File: config.mk
export PLATFORM = sky130hd
export DESIGN_NAME = char_lcd_write_formatter
export DESIGN_NICKNAME = d
export VERILOG_FILES = /design/src/rtl/clwf_pkg.sv /design/src/rtl/clwf_bcd.sv /design/src/rtl/char_lcd_write_formatter.sv
export SDC_FILE = /design/constraint.sdc
export NUM_CORES = 1
export LEC_CHECK = 0
export ABC_AREA = 0
export BUFFER_PORTS_ARGS = -buffer_cell sky130_fd_sc_hd__buf_2
export CAP_MARGIN = 20
export CELL_PAD_IN_SITES_DETAIL_PLACEMENT = 0
export CELL_PAD_IN_SITES_GLOBAL_PLACEMENT = 1
export CORE_ASPECT_RATIO = 0.6
export CORE_MARGIN = 2
export CORE_UTILIZATION = 52
export DETAILED_ROUTE_END_ITERATION = 7
export PLACE_DENSITY = 0.9
export SYNTH_ARGS = -nofsm -noshare
export SYNTH_HDL_FRONTEND = slang
export SYNTH_HIERARCHICAL = 1
export SYNTH_SLANG_ARGS = --single-unit
File: constraint.sdc
create_clock -name clk_i -period 4.7 [get_ports clk_i]
set_input_delay 0.47 -clock clk_i [delete_from_list [all_inputs] [get_ports clk_i]]
set_output_delay 0.47 -clock clk_i [all_outputs]
set_load 0.02 [all_outputs]
File: src/rtl/clwf_pkg.sv
package clwf_pkg;

  localparam int unsigned MaxDigitsDefault = 10;
  localparam int unsigned ValueW           = 32;
  localparam int unsigned PcW              = 4;

  typedef struct packed {
    logic [2:0]        command;
    logic [1:0]        row;
    logic [5:0]        col;
    logic [ValueW-1:0] value;
    logic [3:0]        digit_count;
  } req_t;

  typedef struct packed {
    logic [7:0] bus_byte;
    logic       is_data;
    logic       last;
  } res_t;

  localparam logic [2:0] CmdRawCmd  = 3'd0;
  localparam logic [2:0] CmdRawData = 3'd1;
  localparam logic [2:0] CmdChar    = 3'd2;
  localparam logic [2:0] CmdNumber  = 3'd3;
  localparam logic [2:0] CmdInit    = 3'd4;

  localparam logic [7:0] LcdFuncSet   = 8'h38;
  localparam logic [7:0] LcdDispOn    = 8'h0C;
  localparam logic [7:0] LcdEntryMode = 8'h06;
  localparam logic [7:0] LcdClear     = 8'h01;
  localparam logic [7:0] LcdSetAddr   = 8'h80;
  localparam logic [7:0] LcdLine2Ofs  = 8'h40;
  localparam logic [7:0] AsciiZero    = 8'h30;
  localparam logic [1:0] RowSecond    = 2'd2;

  typedef enum logic [1:0] {SrcValue, SrcAddr, SrcConst, SrcDigit} src_e;
  typedef enum logic [1:0] {LastNo, LastYes, LastCntZero, LastIdxOne} last_e;
  typedef enum logic [2:0] {OpNext, OpEnd, OpEndIfCntZero, OpLoopConv, OpLoopDigit} op_e;

  typedef struct packed {
    logic       emit;
    src_e       src;
    logic       is_data;
    last_e      last;
    op_e        op;
    logic [7:0] konst;
  } uword_t;

  typedef struct packed {
    logic clear;
    logic shift;
  } bcd_ctrl_t;

  localparam logic [PcW-1:0] PcRawCmd  = 4'd0;
  localparam logic [PcW-1:0] PcRawData = 4'd1;
  localparam logic [PcW-1:0] PcChar    = 4'd2;
  localparam logic [PcW-1:0] PcNumber  = 4'd4;
  localparam logic [PcW-1:0] PcInit    = 4'd7;

  function automatic uword_t ucode(logic [PcW-1:0] pc);
    uword_t w;
    case (pc)
      4'd0:    w = '{1'b1, SrcValue, 1'b0, LastYes,     OpEnd,          8'h00};
      4'd1:    w = '{1'b1, SrcValue, 1'b1, LastYes,     OpEnd,          8'h00};
      4'd2:    w = '{1'b1, SrcAddr,  1'b0, LastNo,      OpNext,         8'h00};
      4'd3:    w = '{1'b1, SrcValue, 1'b1, LastYes,     OpEnd,          8'h00};
      4'd4:    w = '{1'b1, SrcAddr,  1'b0, LastCntZero, OpEndIfCntZero, 8'h00};
      4'd5:    w = '{1'b0, SrcConst, 1'b0, LastNo,      OpLoopConv,     8'h00};
      4'd6:    w = '{1'b1, SrcDigit, 1'b1, LastIdxOne,  OpLoopDigit,    8'h00};
      4'd7:    w = '{1'b1, SrcConst, 1'b0, LastNo,      OpNext,         LcdFuncSet};
      4'd8:    w = '{1'b1, SrcConst, 1'b0, LastNo,      OpNext,         LcdDispOn};
      4'd9:    w = '{1'b1, SrcConst, 1'b0, LastNo,      OpNext,         LcdEntryMode};
      4'd10:   w = '{1'b1, SrcConst, 1'b0, LastNo,      OpNext,         LcdClear};
      4'd11:   w = '{1'b1, SrcConst, 1'b0, LastYes,     OpEnd,          LcdSetAddr};
      default: w = '{1'b0, SrcConst, 1'b0, LastNo,      OpEnd,          8'h00};
    endcase
    return w;
  endfunction

  function automatic logic [PcW-1:0] entry_pc(logic [2:0] cmd);
    logic [PcW-1:0] pc;
    case (cmd)
      CmdRawCmd:  pc = PcRawCmd;
      CmdRawData: pc = PcRawData;
      CmdChar:    pc = PcChar;
      CmdNumber:  pc = PcNumber;
      CmdInit:    pc = PcInit;
      default:    pc = PcRawCmd;
    endcase
    return pc;
  endfunction

endpackage

File: src/rtl/clwf_bcd.sv
module clwf_bcd #(
  parameter int unsigned MAX_DIGITS = clwf_pkg::MaxDigitsDefault,
  parameter int unsigned DIG_W      = (MAX_DIGITS > 1) ? $clog2(MAX_DIGITS) : 1
) (
  input  logic                        clk_i,
  input  clwf_pkg::bcd_ctrl_t         ctrl_i,
  input  logic [clwf_pkg::ValueW-1:0] value_i,
  input  logic [DIG_W-1:0]            sel_i,
  output logic [3:0]                  digit_o
);
  import clwf_pkg::*;

  // shift-add-3 conversion; digits above MAX_DIGITS are dropped (value mod 10^N)
  logic [ValueW-1:0] val_q;
  logic [3:0]        bcd_q [MAX_DIGITS];
  logic [3:0]        adj   [MAX_DIGITS];

  always_comb begin
    for (int k = 0; k < MAX_DIGITS; k++) begin
      adj[k] = (bcd_q[k] >= 4'd5) ? bcd_q[k] + 4'd3 : bcd_q[k];
    end
  end

  always_ff @(posedge clk_i) begin
    if (ctrl_i.clear) begin
      val_q <= value_i;
      for (int k = 0; k < MAX_DIGITS; k++) begin
        bcd_q[k] <= 4'd0;
      end
    end else if (ctrl_i.shift) begin
      val_q <= {val_q[ValueW-2:0], 1'b0};
      bcd_q[0] <= {adj[0][2:0], val_q[ValueW-1]};
      for (int k = 1; k < MAX_DIGITS; k++) begin
        bcd_q[k] <= {adj[k][2:0], adj[k-1][3]};
      end
    end
  end

  assign digit_o = bcd_q[sel_i];

endmodule

File: src/rtl/char_lcd_write_formatter.sv
// The first write strobe rises on the edge after the accepting edge; one write per strobe.
// Writes per request: raw the byte, char the address then the byte, init five commands, number
// the address, a BCD conversion, then n digits (n is digit_count saturated at MAX_DIGITS).
// Codes 5 to 7 are dropped. A new request is taken at the earliest on the edge after busy falls.
// The receiver cannot stall. Reset (async, active low) clears busy, the step counter and strobe.
module char_lcd_write_formatter #(
  parameter int unsigned MAX_DIGITS = clwf_pkg::MaxDigitsDefault
) (
  input  logic           clk_i,
  input  logic           rst_ni,
  input  logic           start_i,
  input  clwf_pkg::req_t req_i,
  output logic           busy_o,
  output logic           res_valid_o,
  output clwf_pkg::res_t res_o
);
  import clwf_pkg::*;

  localparam int unsigned DigW   = (MAX_DIGITS > 1) ? $clog2(MAX_DIGITS) : 1;
  localparam logic [3:0]  MaxCnt = 4'(MAX_DIGITS);
  localparam logic [4:0]  ConvSteps = 5'(ValueW - 1);

  logic           busy_q, busy_d;
  logic [PcW-1:0] pc_q, pc_d;
  logic [4:0]     conv_q, conv_d;
  logic [3:0]     cnt_q, idx_q, idx_d;
  logic [7:0]     byte_q, addr_q;
  logic           res_valid_q, res_valid_d;
  res_t           res_q, res_d;

  logic       accept;
  uword_t     uw;
  bcd_ctrl_t  bcd_ctrl;
  logic [3:0] digit, sat_cnt, idx_m1;
  logic [7:0] addr_calc;

  assign accept = start_i && !busy_q && (req_i.command inside {[CmdRawCmd:CmdInit]});
  assign uw     = ucode(pc_q);
  assign sat_cnt = (req_i.digit_count > MaxCnt) ? MaxCnt : req_i.digit_count;
  assign idx_m1  = idx_q - 4'd1;
  assign addr_calc = LcdSetAddr + {2'b00, req_i.col} - 8'd1 +
                     ((req_i.row == RowSecond) ? LcdLine2Ofs : 8'h00);

  assign bcd_ctrl.clear = accept;
  assign bcd_ctrl.shift = busy_q && (uw.op == OpLoopConv);

  clwf_bcd #(
    .MAX_DIGITS(MAX_DIGITS),
    .DIG_W     (DigW)
  ) u_bcd (
    .clk_i  (clk_i),
    .ctrl_i (bcd_ctrl),
    .value_i(req_i.value),
    .sel_i  (idx_m1[DigW-1:0]),
    .digit_o(digit)
  );

  always_comb begin
    busy_d      = busy_q;
    pc_d        = pc_q;
    conv_d      = conv_q;
    idx_d       = idx_q;
    res_valid_d = 1'b0;
    res_d       = res_q;
    if (accept) begin
      busy_d = 1'b1;
      pc_d   = entry_pc(req_i.command);
      conv_d = ConvSteps;
      idx_d  = sat_cnt;
    end else if (busy_q) begin
      res_valid_d   = uw.emit;
      res_d.is_data = uw.is_data;
      case (uw.src)
        SrcValue: res_d.bus_byte = byte_q;
        SrcAddr:  res_d.bus_byte = addr_q;
        SrcDigit: res_d.bus_byte = AsciiZero + {4'b0000, digit};
        default:  res_d.bus_byte = uw.konst;
      endcase
      case (uw.last)
        LastYes:     res_d.last = 1'b1;
        LastCntZero: res_d.last = (cnt_q == 4'd0);
        LastIdxOne:  res_d.last = (idx_q == 4'd1);
        default:     res_d.last = 1'b0;
      endcase
      case (uw.op)
        OpNext: pc_d = pc_q + 4'd1;
        OpEnd:  busy_d = 1'b0;
        OpEndIfCntZero: begin
          if (cnt_q == 4'd0) begin
            busy_d = 1'b0;
          end else begin
            pc_d = pc_q + 4'd1;
          end
        end
        OpLoopConv: begin
          if (conv_q == 5'd0) begin
            pc_d = pc_q + 4'd1;
          end else begin
            conv_d = conv_q - 5'd1;
          end
        end
        OpLoopDigit: begin
          if (idx_q == 4'd1) begin
            busy_d = 1'b0;
          end else begin
            idx_d = idx_m1;
          end
        end
        default: busy_d = 1'b0;
      endcase
    end
  end

  always_ff @(posedge clk_i or negedge rst_ni) begin
    if (!rst_ni) begin
      busy_q      <= 1'b0;
      pc_q        <= '0;
      res_valid_q <= 1'b0;
    end else begin
      busy_q      <= busy_d;
      pc_q        <= pc_d;
      res_valid_q <= res_valid_d;
    end
  end

  always_ff @(posedge clk_i) begin
    conv_q <= conv_d;
    idx_q  <= idx_d;
    res_q  <= res_d;
    if (accept) begin
      cnt_q  <= sat_cnt;
      byte_q <= req_i.value[7:0];
      addr_q <= addr_calc;
    end
  end

  assign busy_o      = busy_q;
  assign res_valid_o = res_valid_q;
  assign res_o       = res_q;

endmodule

; Yosys cells after proc, flatten, opt, wreduce, memory -nomap -nowiden
; Memories as Yosys holds them, arrays and structs flattened.
; Index checks and enable logic that the tools add are counted.
[totals]
mem_count = 2
ram_bits = 40
mem_bits_ro = 256
regBits = 77
latchBits = 0
output_inout_bits = 12
input_bits = 50
wordCells = 139
[mem_list]
columns = name, words, word_bits, read_ports, rd_ports_with_merged_regs, write_ports, line
row1 = (no name shown), 16, 16, 1, 0, 0, clwf_pkg.sv:62  ; case (pc)
row2 = u_bcd.bcd_q, 10, 4, 11, 0, 10, clwf_bcd.sv:15  ; logic [3:0] bcd_q [MAX_DIGITS];
[op_classes]
n_bitwise = 12
mul = 0
n_mux = 48
div = 0
n_addsub = 17
n_eq_ne = 17
n_lt_le_gt_ge = 13
n_reduce_logical = 18
shift = 0
[ops]
columns = op, count
row1 = 4-bit 2-to-1 mux, 28
row2 = 32-bit 2-to-1 mux, 2
row3 = 4-bit by 3-bit greater-or-equal comparator with 1-bit output (second input constant), 10
row4 = 4-bit by 2-bit adder with 4-bit output (second input constant), 9
row5 = 8-bit case mux with 3 select lines, 1
row6 = 3-bit by 2-bit == test with 1-bit output (second input constant), 4
row7 = 3-bit case mux with 4 select lines, 1
row8 = 4-bit case mux with 3 select lines, 1
row9 = 1-bit 2-to-1 mux, 11
row10 = 1-bit bitwise OR, 10
row11 = 8-bit by 6-bit adder with 8-bit output (first input constant), 1
row12 = 8-bit by 7-bit adder with 8-bit output, 1
row13 = 2-bit == test (second input constant), 4
row14 = 8-bit by 1-bit subtractor with 8-bit output (second input constant), 1
row15 = 6-bit by 4-bit adder with 7-bit output (first input constant), 1
row16 = 7-bit 2-to-1 mux, 1
row17 = 3-bit == test (second input constant), 2
row18 = 1-bit case mux with 3 select lines, 2
row19 = 3-bit AND reduction, 2
row20 = 2-bit nonzero test, 3
row21 = 5-bit zero test, 1
row22 = 5-bit by 1-bit subtractor with 5-bit output (second input constant), 1
row23 = 4-bit by 1-bit adder with 4-bit output (second input constant), 1
row24 = 2-bit by 1-bit == test with 1-bit output (second input constant), 2
row25 = other kinds (21), 25

; Logic depth before layout (Yosys ltp)
; An unclocked memory read counts as a cell.
[depth]
depth_word = 7
depth_mapped = 10
mapped_depth_nobuf = 7

; By module
; The synthesis kept the hierarchy.
[modules_own_cells]
columns = mod, seq_area_each_um2, area_per_inst_um2, cells_each, instances
row1 = clwf_bcd, 2162.1, 3961.3, 320, 1
row2 = char_lcd_write_formatter, 1271.2, 2476.1, 225, 1

; Worst setup path before layout
; No wires, ideal clock.
[synth_timing]
path_kind = input -> register
from = input req_i[44] in the netlist's numbering
to = memory u_bcd.bcd_q[0][0] (enable)
cell_stages = 6
arrival_ns = 2.712
required_ns = 4.301
n_path_buf = 2
slack_ns = 1.589
setup_time_ns = 0.399
cell_sequence = o21ai_0 nand2_1 clkinv_1 clkbuf_1 clkbuf_1 or2_2
[synth_lines]
columns = element, line
row1 = start: declaration, char_lcd_write_formatter.sv:12  ; input clwf_pkg::req_t req_i,
row2 = end: declaration, clwf_bcd.sv:15

==> run summary <==
Unique cell type count in the Yosys netlist = 56
Worst path max stage delay = 0.69 ns
Port buffer count = 61
Post-synth EDFFs = 106
Post-DP Area = 0.00686 sq mm
# rows = 31
Remaining DRCs = 0
Via count = 4225
Max Clk Rate = 322 MHz
CTS H-tree lvls = 4
RSZ-0062 raised after global routing = no
Inst Count DP = 753
Commonest cells after routing, fill and taps aside = 106 x edfxtp_1, 61 x buf_2, 41 x nand2_1, 40 x nor2_1
Final Setup Violations = 0
Post-route cell area = 0.00745 sq mm
WS Path Type = reg2reg
Most Frequent Cell on Critical Path = inv_1
Area delta synth->final = 15.7%
PwrDens = 523 mW/mm^2
Largest family of logic cells by synthesized area = simple AND/OR/NAND/NOR gates
Total wire length = 12600 um
CTS root buf = clkbuf_16
Largest net degree at the start of global routing = 73
Compound-cell area share of the yosys netlist = 8.07%
Buf+Inv Stages, Crit Path = 3
Reg area = 0.00343 sq mm
Max clock buf depth = 2
Clock Skew = 0.00805 ns
Finished Layout Cells = 786
Gr usage total = 20.0%
Final period utilization = 66.0%
Met3 usage = 5.89%
Arrival time at the worst endpoint = 3.14 ns
CP Capture Type = flip-flop
Ys flop type = edfxtp_1
Vias in the first global route = 4107
Die span in x = 148 um
GR peak layer = met1
Status = complete, no violations
Routing usage on met1 = 30.6%
Multi-input gate area = 0.00275 sq mm
CTS tree = yes
Synthesized Nets = 629
1st-pass router iterations = 4
Synth warn = 6
R2R Setup Slk = 1.60 ns
Nets = 692
Hold Vio Cnt, Final = 0
Max Cap Viol = 0
Routed vias/inst = 5.38
Rel. slew slack = 37.5%
Initial DRC Count = 386
Crit start category = flip-flop
Mux contribution to synthesized area = 11.8%
Simple-gate share of the synthesized area = 12.3%
Hold WC Path Type = in2reg
Critical path's slowest cell = buf_4
DP HPWL = 8630 um
Gpl congestion = 0.839
Clk Latency, worst-skew pair = 0.41 ns
WL/cell = 16.1 um
Initial core utilization = 53.4%
Number of buffers created by CTS = 17
Mapped Area = 0.00644 sq mm
Fillers = 965
Die Area = 0.0133 sq mm
ANT nets after route = 0
Total gr overflow = 0
Critical path's top delay family = buffers and inverters
Tmin final = 3.10 ns
Antenna violations before repair = 0
Number of synthesized register bits = 117
Mapped Avg Cell Area = 11.8 sq um
Worst-Margin Slew = 0.936 ns
CP Max Fanout = 72
Fin. max-slew vios = 0
Final core utilization = 61.7%
Met2 usage = 27.2%
FFs w/ async S/R, synth = 5.13%
Core area = 0.0121 sq mm
CP required = 4.73 ns
Maximum VDD drop = 0.286 mV
CP Cell Sequence = inv_1 > ha_1 > nor4b_1 > nand2_1 > inv_1 > or2_2 > buf_4
I/O Pins = 62
Number of setup buffers added after CTS = 0
Cells after Synth = 545
Worst-path clk slew = 0.05 ns
Post-Synth XOR/XNOR Area = 3.95%
Number of diodes = 0
Die Y = 90.2 um
Ratio of cells with drive above 1 in the final layout = 22.9%
Most common cell after layout, fill and taps aside = edfxtp_1
Setup TNS = 0 ns
Seq/Total Area, Yosys = 53.3%
Pleak = 2.93 nW
First-pass GRT wire length = 20900 um
Synth Area in Adders = 6.61%
# clock sinks = 117
## final timing paths
path / start / to / cells past startpoint
min in group asynchronous: rst_ni / res_valid_o / 2
hold / removal: req_i[11] / byte_q[7] / 1
setup / recovery: pc_q[0] / u_bcd/val_q[27] / 7
setup reg to reg: pc_q[0] / u_bcd/val_q[27] / 7
max in group asynchronous: rst_ni / pc_q[3] / 2
hold reg to reg: conv_q[4] / conv_q[4] / 2
## area by class of cell
type / instances / share of cell area (%)
Clock inverter: 15 / 2.05
Tap cell: 165 / 2.77
Multi-Input combinational cell: 370 / 36.9
Inverter: 36 / 1.81
Clock buffer: 17 / 5.71
Sequential cell: 117 / 46.1
Timing Repair Buffer: 66 / 4.64
## cells in the mapped netlist (3+ instances only)
cell type | n | area (sq um)
nand2_1 | 41 | 154
nor3_1 | 13 | 65.1
clkbuf_1 | 13 | 48.8
a211oi_1 | 11 | 82.6
dfxtp_1 | 5 | 100
ha_1 | 34 | 425
and2_1 | 4 | 25.0
mux2_2 | 35 | 394
mux2i_1 | 25 | 250
a21oi_1 | 25 | 125
nand2b_1 | 15 | 93.8
o31ai_1 | 4 | 30.0
a31oi_1 | 3 | 18.8
edfxtp_1 | 106 | 3180
o21ai_0 | 22 | 110
xnor2_1 | 13 | 114
nand3_1 | 3 | 15.0
xor2_1 | 16 | 140
nor2b_1 | 19 | 119
dfrtp_1 | 6 | 150
nand3b_1 | 3 | 22.5
inv_1 | 35 | 131
nor2_1 | 40 | 150
nand4_1 | 3 | 18.8
mux4_2 | 4 | 90.1
buf_2 | 3 | 15.0
o21ai_1 | 4 | 20.0
## state kept, by name, indices dropped and copies added (netlist names)
register and cells:
busy_o 1, conv_q 5, idx_q 4, cnt_q 4, res_o 10, u_bcd/bcd_q 40
u_bcd/val_q 32, res_valid_o 1, addr_q 8, byte_q 8, pc_q 4
## through the flow
| stage | power (mW) | hold WS (ns) | worst slack (ns) |
|---|---|---|---|
| 2_1_floorplan | 2.37 | 0.174 | 1.59 |
| 3_3_place_gp | 2.60 | 0.302 | 1.69 |
| 3_5_place_dp | 2.64 | 0.308 | 1.63 |
| 4_1_cts | 3.91 | 0.246 | 1.60 |
| 5_1_grt | 4.11 | 0.243 | 1.27 |
| 6_report | 3.90 | 0.258 | 1.60 |
## routing by layer
metal	part of all wire (%)	vias to the layer above
met3	6.7	10
met2	41	118
met5	0	-
met4	0.84	0
li1	-	2100
met1	51	1997
## what timing repair did
action | CTS | global route
gates resized for setup | 0 | 0
hold buffers | 1 | 0
endpoints found under the hold margin | 6 | 0
## report_power, final
| group | switching [mW] | internal, mW | leakage (nW) |
|---|---|---|---|
| sequential | 0.180 | 1.40 | 1.12 |
| clock | 0.472 | 0.779 | 0.275 |
| combinational | 0.607 | 0.458 | 1.53 |
## kinds of logic after synthesis
group / count (synthesis)
flip-flops: 117
buffers and inverters: 58
multiplexers: 66
AND/OR/NAND/NOR: 156
AO/OA/AOI/OAI: 85
adder cells (fa/ha/maj): 34
XOR/XNOR: 29
Note: power is estimated with default switching activity, not from simulation.
